$ cat src/rtl/bgd_pkg.sv
`timescale 1ns / 1ps
// ----------------------------------------------------------------------------
// bgd_pkg
// Types and constants shared by the button gesture detector files.
// ----------------------------------------------------------------------------
package bgd_pkg;

  localparam int unsigned TimeBitsDefault = 16;
  localparam int unsigned CfgTimeW        = 16;
  localparam int unsigned DebounceW       = 8;
  localparam int unsigned ApbAddrW        = 4;
  localparam int unsigned ApbDataW        = 32;

  localparam logic                 ActiveLowRst     = 1'b1;
  localparam logic [DebounceW-1:0] DebounceRst      = 8'd10;
  localparam logic [CfgTimeW-1:0]  LongPressRst     = 16'd1000;
  localparam logic [CfgTimeW-1:0]  DoubleClickRst   = 16'd300;
  localparam logic [DebounceW-1:0] SteadyMax        = 8'hFF;
  localparam logic [1:0]           ClickMax         = 2'd2;

  typedef enum logic [1:0] {
    GestNone   = 2'd0,
    GestSingle = 2'd1,
    GestDouble = 2'd2,
    GestLong   = 2'd3
  } gesture_e;

  typedef enum logic [1:0] {
    RegActiveLow   = 2'd0,
    RegDebounce    = 2'd1,
    RegLongPress   = 2'd2,
    RegDoubleClick = 2'd3
  } reg_idx_e;

  typedef struct packed {
    logic                 active_low;
    logic [DebounceW-1:0] debounce_ms;
    logic [CfgTimeW-1:0]  long_press_ms;
    logic [CfgTimeW-1:0]  double_click_ms;
  } cfg_t;

endpackage

$ cat src/rtl/bgd_if.sv
`timescale 1ns / 1ps
// ----------------------------------------------------------------------------
// bgd_in_if / bgd_out_if
// Valid/ready channels for tick items and gesture results.
// ----------------------------------------------------------------------------
interface bgd_in_if;
  logic valid;
  logic ready;
  logic raw_level;

  modport source (output valid, output raw_level, input ready);
  modport sink   (input valid, input raw_level, output ready);
endinterface

interface bgd_out_if;
  logic       valid;
  logic       ready;
  logic [1:0] gesture;
  logic       is_pressed;

  modport source (output valid, output gesture, output is_pressed, input ready);
  modport sink   (input valid, input gesture, input is_pressed, output ready);
endinterface

$ cat src/rtl/bgd_cfg_regs.sv
`timescale 1ns / 1ps
// ----------------------------------------------------------------------------
// bgd_cfg_regs
// APB register file holding polarity, debounce and gesture timing settings.
// ----------------------------------------------------------------------------
module bgd_cfg_regs import bgd_pkg::*; (
  input  logic                clk_i,
  input  logic                rst_ni,
  input  logic                psel,
  input  logic                penable,
  input  logic                pwrite,
  input  logic [ApbAddrW-1:0] paddr,
  input  logic [ApbDataW-1:0] pwdata,
  output logic [ApbDataW-1:0] prdata,
  output logic                pready,
  output cfg_t                cfg_o
);

  cfg_t     cfg_q, cfg_d;
  reg_idx_e idx;
  logic     wr_en;

  assign pready = 1'b1;
  assign idx    = reg_idx_e'(paddr[3:2]);
  assign wr_en  = psel && penable && pwrite;

  always_comb begin
    cfg_d = cfg_q;
    if (wr_en) begin
      case (idx)
        RegActiveLow:   cfg_d.active_low      = pwdata[0];
        RegDebounce:    cfg_d.debounce_ms     = pwdata[DebounceW-1:0];
        RegLongPress:   cfg_d.long_press_ms   = pwdata[CfgTimeW-1:0];
        RegDoubleClick: cfg_d.double_click_ms = pwdata[CfgTimeW-1:0];
        default: ;
      endcase
    end
  end

  always_comb begin
    case (idx)
      RegActiveLow:   prdata = {{(ApbDataW-1){1'b0}}, cfg_q.active_low};
      RegDebounce:    prdata = {{(ApbDataW-DebounceW){1'b0}}, cfg_q.debounce_ms};
      RegLongPress:   prdata = {{(ApbDataW-CfgTimeW){1'b0}}, cfg_q.long_press_ms};
      RegDoubleClick: prdata = {{(ApbDataW-CfgTimeW){1'b0}}, cfg_q.double_click_ms};
      default:        prdata = '0;
    endcase
  end

  always_ff @(posedge clk_i or negedge rst_ni) begin
    if (!rst_ni) begin
      cfg_q.active_low      <= ActiveLowRst;
      cfg_q.debounce_ms     <= DebounceRst;
      cfg_q.long_press_ms   <= LongPressRst;
      cfg_q.double_click_ms <= DoubleClickRst;
    end else begin
      cfg_q <= cfg_d;
    end
  end

  assign cfg_o = cfg_q;

endmodule

$ cat src/rtl/bgd_core.sv
`timescale 1ns / 1ps
// ----------------------------------------------------------------------------
// bgd_core
// Input register, debounce / hold / click update, and result register.
// ----------------------------------------------------------------------------
module bgd_core import bgd_pkg::*; #(
  parameter int unsigned TIME_BITS = TimeBitsDefault
) (
  input  logic       clk_i,
  input  logic       rst_ni,
  input  cfg_t       cfg_i,
  input  logic       in_valid_i,
  output logic       in_ready_o,
  input  logic       raw_level_i,
  output logic       out_valid_o,
  input  logic       out_ready_i,
  output logic [1:0] gesture_o,
  output logic       is_pressed_o
);

  localparam int unsigned CmpW = (TIME_BITS > CfgTimeW) ? TIME_BITS : CfgTimeW;
  localparam logic [TIME_BITS-1:0] TimeMax = {TIME_BITS{1'b1}};

  // pipeline control
  logic in_v_q, raw_q;
  logic out_v_q;
  gesture_e gest_q, gest_d;
  logic     press_q;
  logic     out_load, s1_adv;

  // detector state
  logic                 stable_q, stable_d;
  logic                 last_q, last_d;
  logic [DebounceW-1:0] steady_q, steady_d;
  logic [TIME_BITS-1:0] held_q, held_d;
  logic                 long_q, long_d;
  logic [1:0]           click_q, click_d;
  logic [TIME_BITS-1:0] rel_q, rel_d;

  logic                 level, press_edge, release_edge, long_base;
  logic [DebounceW-1:0] need;

  assign out_load   = !out_v_q || out_ready_i;
  assign s1_adv     = in_v_q && out_load;
  assign in_ready_o = !in_v_q || out_load;

  always_comb begin
    level        = raw_q ^ cfg_i.active_low;
    need         = (cfg_i.debounce_ms == '0) ? DebounceW'(1) : cfg_i.debounce_ms;
    press_edge   = 1'b0;
    release_edge = 1'b0;
    gest_d       = GestNone;
    stable_d     = stable_q;
    held_d       = held_q;
    click_d      = click_q;
    rel_d        = rel_q;

    // debounce
    if (level == last_q) begin
      last_d   = last_q;
      steady_d = (steady_q == SteadyMax) ? steady_q : steady_q + DebounceW'(1);
    end else begin
      last_d   = level;
      steady_d = DebounceW'(1);
    end
    if (steady_d >= need && last_d != stable_q) begin
      stable_d     = last_d;
      press_edge   = last_d;
      release_edge = !last_d;
    end

    // hold timing and long press
    if (press_edge) begin
      held_d = '0;
    end else if (stable_d) begin
      held_d = (held_q == TimeMax) ? held_q : held_q + TIME_BITS'(1);
    end
    long_base = press_edge ? 1'b0 : long_q;
    long_d    = long_base;
    if (stable_d && !long_base &&
        CmpW'(held_d) >= CmpW'(cfg_i.long_press_ms)) begin
      long_d  = 1'b1;
      click_d = '0;
      gest_d  = GestLong;
    end

    // release timing and click report
    if (release_edge && !long_d) begin
      click_d = (click_q == ClickMax) ? click_q : click_q + 2'd1;
      rel_d   = '0;
    end else if (!stable_d) begin
      rel_d = (rel_q == TimeMax) ? rel_q : rel_q + TIME_BITS'(1);
    end
    if (!stable_d && click_d != '0 &&
        CmpW'(rel_d) >= CmpW'(cfg_i.double_click_ms)) begin
      gest_d  = (click_d == 2'd1) ? GestSingle : GestDouble;
      click_d = '0;
    end
  end

  always_ff @(posedge clk_i or negedge rst_ni) begin
    if (!rst_ni) begin
      in_v_q   <= 1'b0;
      out_v_q  <= 1'b0;
      stable_q <= 1'b0;
      last_q   <= 1'b0;
      steady_q <= '0;
      held_q   <= '0;
      long_q   <= 1'b0;
      click_q  <= '0;
      rel_q    <= '0;
    end else begin
      if (in_ready_o) begin
        in_v_q <= in_valid_i;
      end
      if (out_load) begin
        out_v_q <= in_v_q;
      end
      // commit state only when the item moves into the result register
      if (s1_adv) begin
        stable_q <= stable_d;
        last_q   <= last_d;
        steady_q <= steady_d;
        held_q   <= held_d;
        long_q   <= long_d;
        click_q  <= click_d;
        rel_q    <= rel_d;
      end
    end
  end

  always_ff @(posedge clk_i) begin
    if (in_ready_o && in_valid_i) begin
      raw_q <= raw_level_i;
    end
    if (s1_adv) begin
      gest_q  <= gest_d;
      press_q <= stable_d;
    end
  end

  assign out_valid_o  = out_v_q;
  assign gesture_o    = gest_q;
  assign is_pressed_o = press_q;

endmodule

$ cat src/rtl/button_gesture_detector_unit.sv
`timescale 1ns / 1ps
// ----------------------------------------------------------------------------
// button_gesture_detector_unit
// Single click, double click and long press detection for one push button.
// ----------------------------------------------------------------------------
// Each input item is one millisecond tick carrying the raw pin level; each
// item yields exactly one result with the gesture (none, single click, double
// click, long press start) and the debounced pressed state after that tick.
// An item passes through the input register, then the result register, and
// a new item is accepted every cycle unless a held result stalls the output;
// the state update between the two registers is combinational. Program the
// APB registers only while no items are in flight.
// Registers at byte addresses 0x0 active_low, 0x4 debounce_ms,
// 0x8 long_press_ms, 0xC double_click_ms.
// ----------------------------------------------------------------------------
module button_gesture_detector_unit import bgd_pkg::*; #(
  parameter int unsigned TIME_BITS = TimeBitsDefault
) (
  input  logic                clk_i,
  input  logic                rst_ni,
  bgd_in_if.sink              in_i,
  bgd_out_if.source           out_o,
  input  logic                psel,
  input  logic                penable,
  input  logic                pwrite,
  input  logic [ApbAddrW-1:0] paddr,
  input  logic [ApbDataW-1:0] pwdata,
  output logic [ApbDataW-1:0] prdata,
  output logic                pready
);

  cfg_t cfg;

  bgd_cfg_regs u_regs (
    .clk_i   (clk_i),
    .rst_ni  (rst_ni),
    .psel    (psel),
    .penable (penable),
    .pwrite  (pwrite),
    .paddr   (paddr),
    .pwdata  (pwdata),
    .prdata  (prdata),
    .pready  (pready),
    .cfg_o   (cfg)
  );

  bgd_core #(
    .TIME_BITS (TIME_BITS)
  ) u_core (
    .clk_i        (clk_i),
    .rst_ni       (rst_ni),
    .cfg_i        (cfg),
    .in_valid_i   (in_i.valid),
    .in_ready_o   (in_i.ready),
    .raw_level_i  (in_i.raw_level),
    .out_valid_o  (out_o.valid),
    .out_ready_i  (out_o.ready),
    .gesture_o    (out_o.gesture),
    .is_pressed_o (out_o.is_pressed)
  );

endmodule

$ cat src/flat_wrapper.sv
// flat-port wrapper written by rule: the top's interface ports become plain ports
module button_gesture_detector_unit_flat import bgd_pkg::*;
#(
  parameter int unsigned TIME_BITS = TimeBitsDefault
)
  (clk_i, rst_ni, psel, penable, pwrite, paddr, pwdata, prdata, pready, in_i_valid, in_i_raw_level, in_i_ready, out_o_valid, out_o_gesture, out_o_is_pressed, out_o_ready);
  bgd_in_if in_i_i ();
  bgd_out_if out_o_i ();
  input  logic clk_i;
  input  logic rst_ni;
  input  logic psel;
  input  logic penable;
  input  logic pwrite;
  input  logic [ApbAddrW-1:0] paddr;
  input  logic [ApbDataW-1:0] pwdata;
  output logic [ApbDataW-1:0] prdata;
  output logic pready;
  input wire logic [$bits(in_i_i.valid)-1:0] in_i_valid;
  input wire logic [$bits(in_i_i.raw_level)-1:0] in_i_raw_level;
  output wire logic [$bits(in_i_i.ready)-1:0] in_i_ready;
  output wire logic [$bits(out_o_i.valid)-1:0] out_o_valid;
  output wire logic [$bits(out_o_i.gesture)-1:0] out_o_gesture;
  output wire logic [$bits(out_o_i.is_pressed)-1:0] out_o_is_pressed;
  input wire logic [$bits(out_o_i.ready)-1:0] out_o_ready;
  assign in_i_i.valid = in_i_valid;
  assign in_i_i.raw_level = in_i_raw_level;
  assign in_i_ready = in_i_i.ready;
  assign out_o_valid = out_o_i.valid;
  assign out_o_gesture = out_o_i.gesture;
  assign out_o_is_pressed = out_o_i.is_pressed;
  assign out_o_i.ready = out_o_ready;
  button_gesture_detector_unit #(.TIME_BITS(TIME_BITS)) u_core (.clk_i(clk_i), .rst_ni(rst_ni), .in_i(in_i_i), .out_o(out_o_i), .psel(psel), .penable(penable), .pwrite(pwrite), .paddr(paddr), .pwdata(pwdata), .prdata(prdata), .pready(pready));
endmodule
$ cat config.mk
export PLATFORM = sky130hd
export DESIGN_NAME = button_gesture_detector_unit_flat
export DESIGN_NICKNAME = d
export VERILOG_FILES = /design/src/rtl/bgd_pkg.sv /design/src/rtl/bgd_if.sv /design/src/rtl/bgd_cfg_regs.sv /design/src/rtl/bgd_core.sv /design/src/rtl/button_gesture_detector_unit.sv /design/src/flat_wrapper.sv
export SDC_FILE = /design/constraint.sdc
export NUM_CORES = 1
export LEC_CHECK = 0
export BUFFER_PORTS_ARGS = -buffer_cell sky130_fd_sc_hd__buf_2
export CAP_MARGIN = 5
export CORE_MARGIN = 2
export CORE_UTILIZATION = 46
export CTS_CLUSTER_SIZE = 20
export DETAILED_ROUTE_END_ITERATION = 16
export PLACE_DENSITY = 0.72
export SLEW_MARGIN = 0
export SYNTH_ARGS = -nofsm -noshare
export SYNTH_HDL_FRONTEND = slang
export SYNTH_HIERARCHICAL = 1
export SYNTH_SLANG_ARGS = --single-unit
export TNS_END_PERCENT = 10
$ cat constraint.sdc
create_clock -name clk_i -period 11.9 [get_ports clk_i]
set_input_delay 0.595 -clock clk_i [delete_from_list [all_inputs] [get_ports clk_i]]
set_output_delay 0.595 -clock clk_i [all_outputs]
set_load 0.03 [all_outputs]
==> flow_metrics.env <==
export IMPL_status="finished, final reports clean"
export IMPL_wl_met3_um=947
export IMPL_synth_seq_cells=92
export IMPL_slowest_delay_ns=0.63
export IMPL_wl_met1_mm=7.90
export IMPL_nets=866
export IMPL_reg2reg_slack_ns=6.04
export IMPL_totalPowerFinal_mw=1.38
export IMPL_slew_headroom=0.350
export IMPL_crit_required_ns=12.00
export IMPL_cts_tree="yes"
export IMPL_yosys_area_share_simple=0.196
export IMPL_dpl_instance_area_sq_um=7060
export IMPL_hold_path_class="primary input to asynchronous set/reset pin"
export IMPL_start_kind="register"
export IMPL_period_share=0.492
export IMPL_globalplace_congestion=0.868
export IMPL_hold_slack_ns=0.226
export IMPL_cpMaxStageDelayCell="o31ai_1"
export IMPL_n_antenna_cell=0
export IMPL_ys_seq_area_frac=0.343
export IMPL_timing_worst_setup_path_type="register to register"
export IMPL_grtUsageTotal=0.214
export IMPL_cts_buffers=9
export IMPL_synthArstFlopShare=0.957
export IMPL_cts_resized=0
export IMPL_grt_overflow=0
export IMPL_start_util=0.471
export IMPL_htreeDepth=3
export IMPL_clock_path_buffers=2
export IMPL_ir_drop_mv=0.118
export IMPL_port_buffer_count=46
export IMPL_ys_top_cells_by_area="dfrtp_1 28%, ha_1 8.4%, mux2_2 8.1%"
export IMPL_viasPerCell=5.95
export IMPL_startpoint="u_core/u_core/steady_q[0]$_DFFE_PN0P_"
export IMPL_drtPass1Iterations=7
export IMPL_cts_root_buf="clkbuf_16"
export IMPL_report_final_slew_viol_count=0
export IMPL_num_vias=5741
export IMPL_hpwl_mm=11.8
export IMPL_ys_flop_type="dfrtp_1"
export IMPL_finalSetupTns_ns=0
export IMPL_synth_top_family_by_area="simple AND/OR/NAND/NOR gates"
export IMPL_cp_arrival_ns=5.96
export IMPL_drt_total_wl_mm=16.4
export IMPL_synth_top_area_share=0.275
export IMPL_synth_compound_area_frac=0.180
export IMPL_power_per_cell_area_nw_per_um2=188
export IMPL_clk_pin_slew_ns=0.07
export IMPL_worstReg2RegStart="u_core/u_core/steady_q[0]$_DFFE_PN0P_"
export IMPL_fp_dieH_um=126
export IMPL_stdcell_area_sq_um=7350
export IMPL_cp_end_kind="register"
export IMPL_grt_pass1_vias=5391
export IMPL_drtIter0Drc=504
export IMPL_worstMarginPinSlew_ns=0.972
export IMPL_hold_violations=0
export IMPL_fin_worst_skew_ns=0.00771
export IMPL_grt_max_degree=48
export IMPL_cp_cell_sequence="ha_1 > nand2_1 > nor3_1 > nor2_1 > and3_1 > xnor2_1 > nor2_1 > ha_1 > nand2_1 > a211o_1 > o211a_4 > or3_1 > inv_2 > o21ai_0 > nor2_1 > ha_1 > a21oi_1 > o21a_1 > o211ai_1 > o31ai_1 > nand2b_1 > o21bai_1"
export IMPL_syn_to_final_growth_pct=7.80
export IMPL_synth_fa_ha_area_frac=0.0844
export IMPL_final_antenna_net_count=0
export IMPL_clk_latency_ns=0.36
export IMPL_cp_num_buf_inv=1
export IMPL_dr_wl_met2_mm=7.38
export IMPL_fp_dieArea_sq_um=15800
export IMPL_ctsHoldBuffers=0
export IMPL_drive_above_1_share=0.183
export IMPL_path_max_fanout=47
export IMPL_postCtsSetupRepairBufs=0
export IMPL_final_min_clock_period_ns=5.86
export IMPL_synth_distinct_cells=70
export IMPL_drc_errors=0
export IMPL_synthMuxAreaShare=0.108
export IMPL_syn_inst=750
export IMPL_syn_area_sq_um=6820
export IMPL_synth_area_per_cell_sq_um=9.09
export IMPL_clock_fmax_mhz=171
export IMPL_pin_count=82
export IMPL_synth_edf_count=4
export IMPL_core_rowCount=44
export IMPL_die_x_um=126
export IMPL_antenna_found_initial=0
export IMPL_grt_pass1_wl_mm=27.3
export IMPL_rsz0062_at_grt="false"
export IMPL_drv_cap=0
export IMPL_yosys_warnings=6
export IMPL_leakage_nw=3.26
export IMPL_coreArea_sq_um=14500
export IMPL_post_route_util=0.508
export IMPL_synth_largest_area_cell="dfrtp_1"
export IMPL_highest_layer="met4"
export IMPL_synth_xor_area_share=0.0116
export IMPL_setup_viol=0
export IMPL_critPathTopFamily="compound AO/OA/AOI/OAI gates"
export IMPL_wl_per_cell_um=17.0
export IMPL_cts_sinks=92
[logic make-up after synthesis]
| logic type | Yosys count |
|---|---|
| compound gates | 176 |
| buf+inv | 105 |
| xor+xnor | 9 |
| fa+ha+maj | 46 |
| simple gates | 254 |
| other cells | 2 |
| flops | 92 |
| mux | 66 |
[Yosys cell counts (all sizes together) (17+ instances only)]
master,n
inv,51
nand3,36
ha,46
mux2,49
dfrtp,75
clkbuf,18
buf,35
o21ai,39
nand2,65
nand4,17
nor2,44
a21oi,38
[routing by layer]
metal  vias up  track usage
li1       2781            -
met1      2763        0.305
met2       177        0.335
met3        20       0.0450
met4         0       0.0491
met5         -            0
[power breakdown]
part	switching, mW	total, mW	internal (mW)
clock network	0.129	0.280	0.150
registers	0.0812	0.476	0.395
logic	0.383	0.629	0.246
total	0.594	1.38	0.790
[worst paths after layout]
check / to / cells after the start
min in group clk_i: u_core/u_core/raw_q$_DFFE_PP_ / 1
worst min register to register: u_core/u_regs/cfg_o[12]$_DFFE_PN0P_ / 1
worst max-delay path: u_core/u_core/gesture_o[0]$_DFFE_PP_ / 22
max in group asynchronous: u_core/u_core/click_q[1]$_DFFE_PN0P_ / 2
worst max register to register: u_core/u_core/gesture_o[0]$_DFFE_PP_ / 22
worst min-delay path: u_core/u_regs/cfg_o[20]$_DFFE_PN0P_ / 1
[sequential cells by signal (all words and copies together) (netlist names)]
name / count
u_core/u_core/is_pressed_o: 1
u_core/u_core/long_q: 1
u_core/u_core/gesture_o: 2
u_core/u_core/stable_q: 1
u_core/u_regs/cfg_o: 41
u_core/u_core/click_q: 2
u_core/u_core/held_q: 16
u_core/u_core/out_valid_o: 1
u_core/u_core/raw_q: 1
u_core/u_core/steady_q: 8
u_core/u_core/last_q: 1
u_core/u_core/in_v_q: 1
u_core/u_core/rel_q: 16
[through the flow]
| stage | setup WS (ns) | cells |
|---|---|---|
| floorplan | 7.09 | 765 |
| global placement | 6.18 | 949 |
| detailed placement | 6.20 | 949 |
| CTS | 6.16 | 965 |
| global route | 5.69 | 965 |
| finish | 6.04 | 965 |
[placed cells by master, fill, tap and decap left out, types with 9 or more instances in the layout]
cell type | synthesis | layout
ha_1 | 46 | 46
buf_2 | 7 | 45
or3_1 | 13 | 13
conb_1 | 2 | 17
mux2_2 | 49 | 49
nand3_1 | 34 | 34
a21oi_1 | 38 | 38
o21ai_0 | 38 | 38
inv_1 | 50 | 50
or4_1 | 16 | 16
dfstp_2 | 13 | 13
mux2i_1 | 16 | 16
nor3_1 | 15 | 15
o211ai_1 | 15 | 15
dfrtp_1 | 75 | 75
nand4_1 | 17 | 17
o31ai_1 | 9 | 9
nor2_1 | 44 | 44
a22o_1 | 10 | 10
clkbuf_16 | 0 | 9
nor2b_1 | 11 | 11
nand2_1 | 65 | 65
[area by class of cell]
class,instances,area (sq um)
Multi-Input combinational cell,568,4020
Clock inverter,5,41.3
Inverter,52,195
Fill cell,1343,7130
Timing Repair Buffer,53,285
Sequential cell,92,2340
Clock buffer,11,243
Tap cell,184,230
No activity file was read; power rests on OpenSTA's default activity.
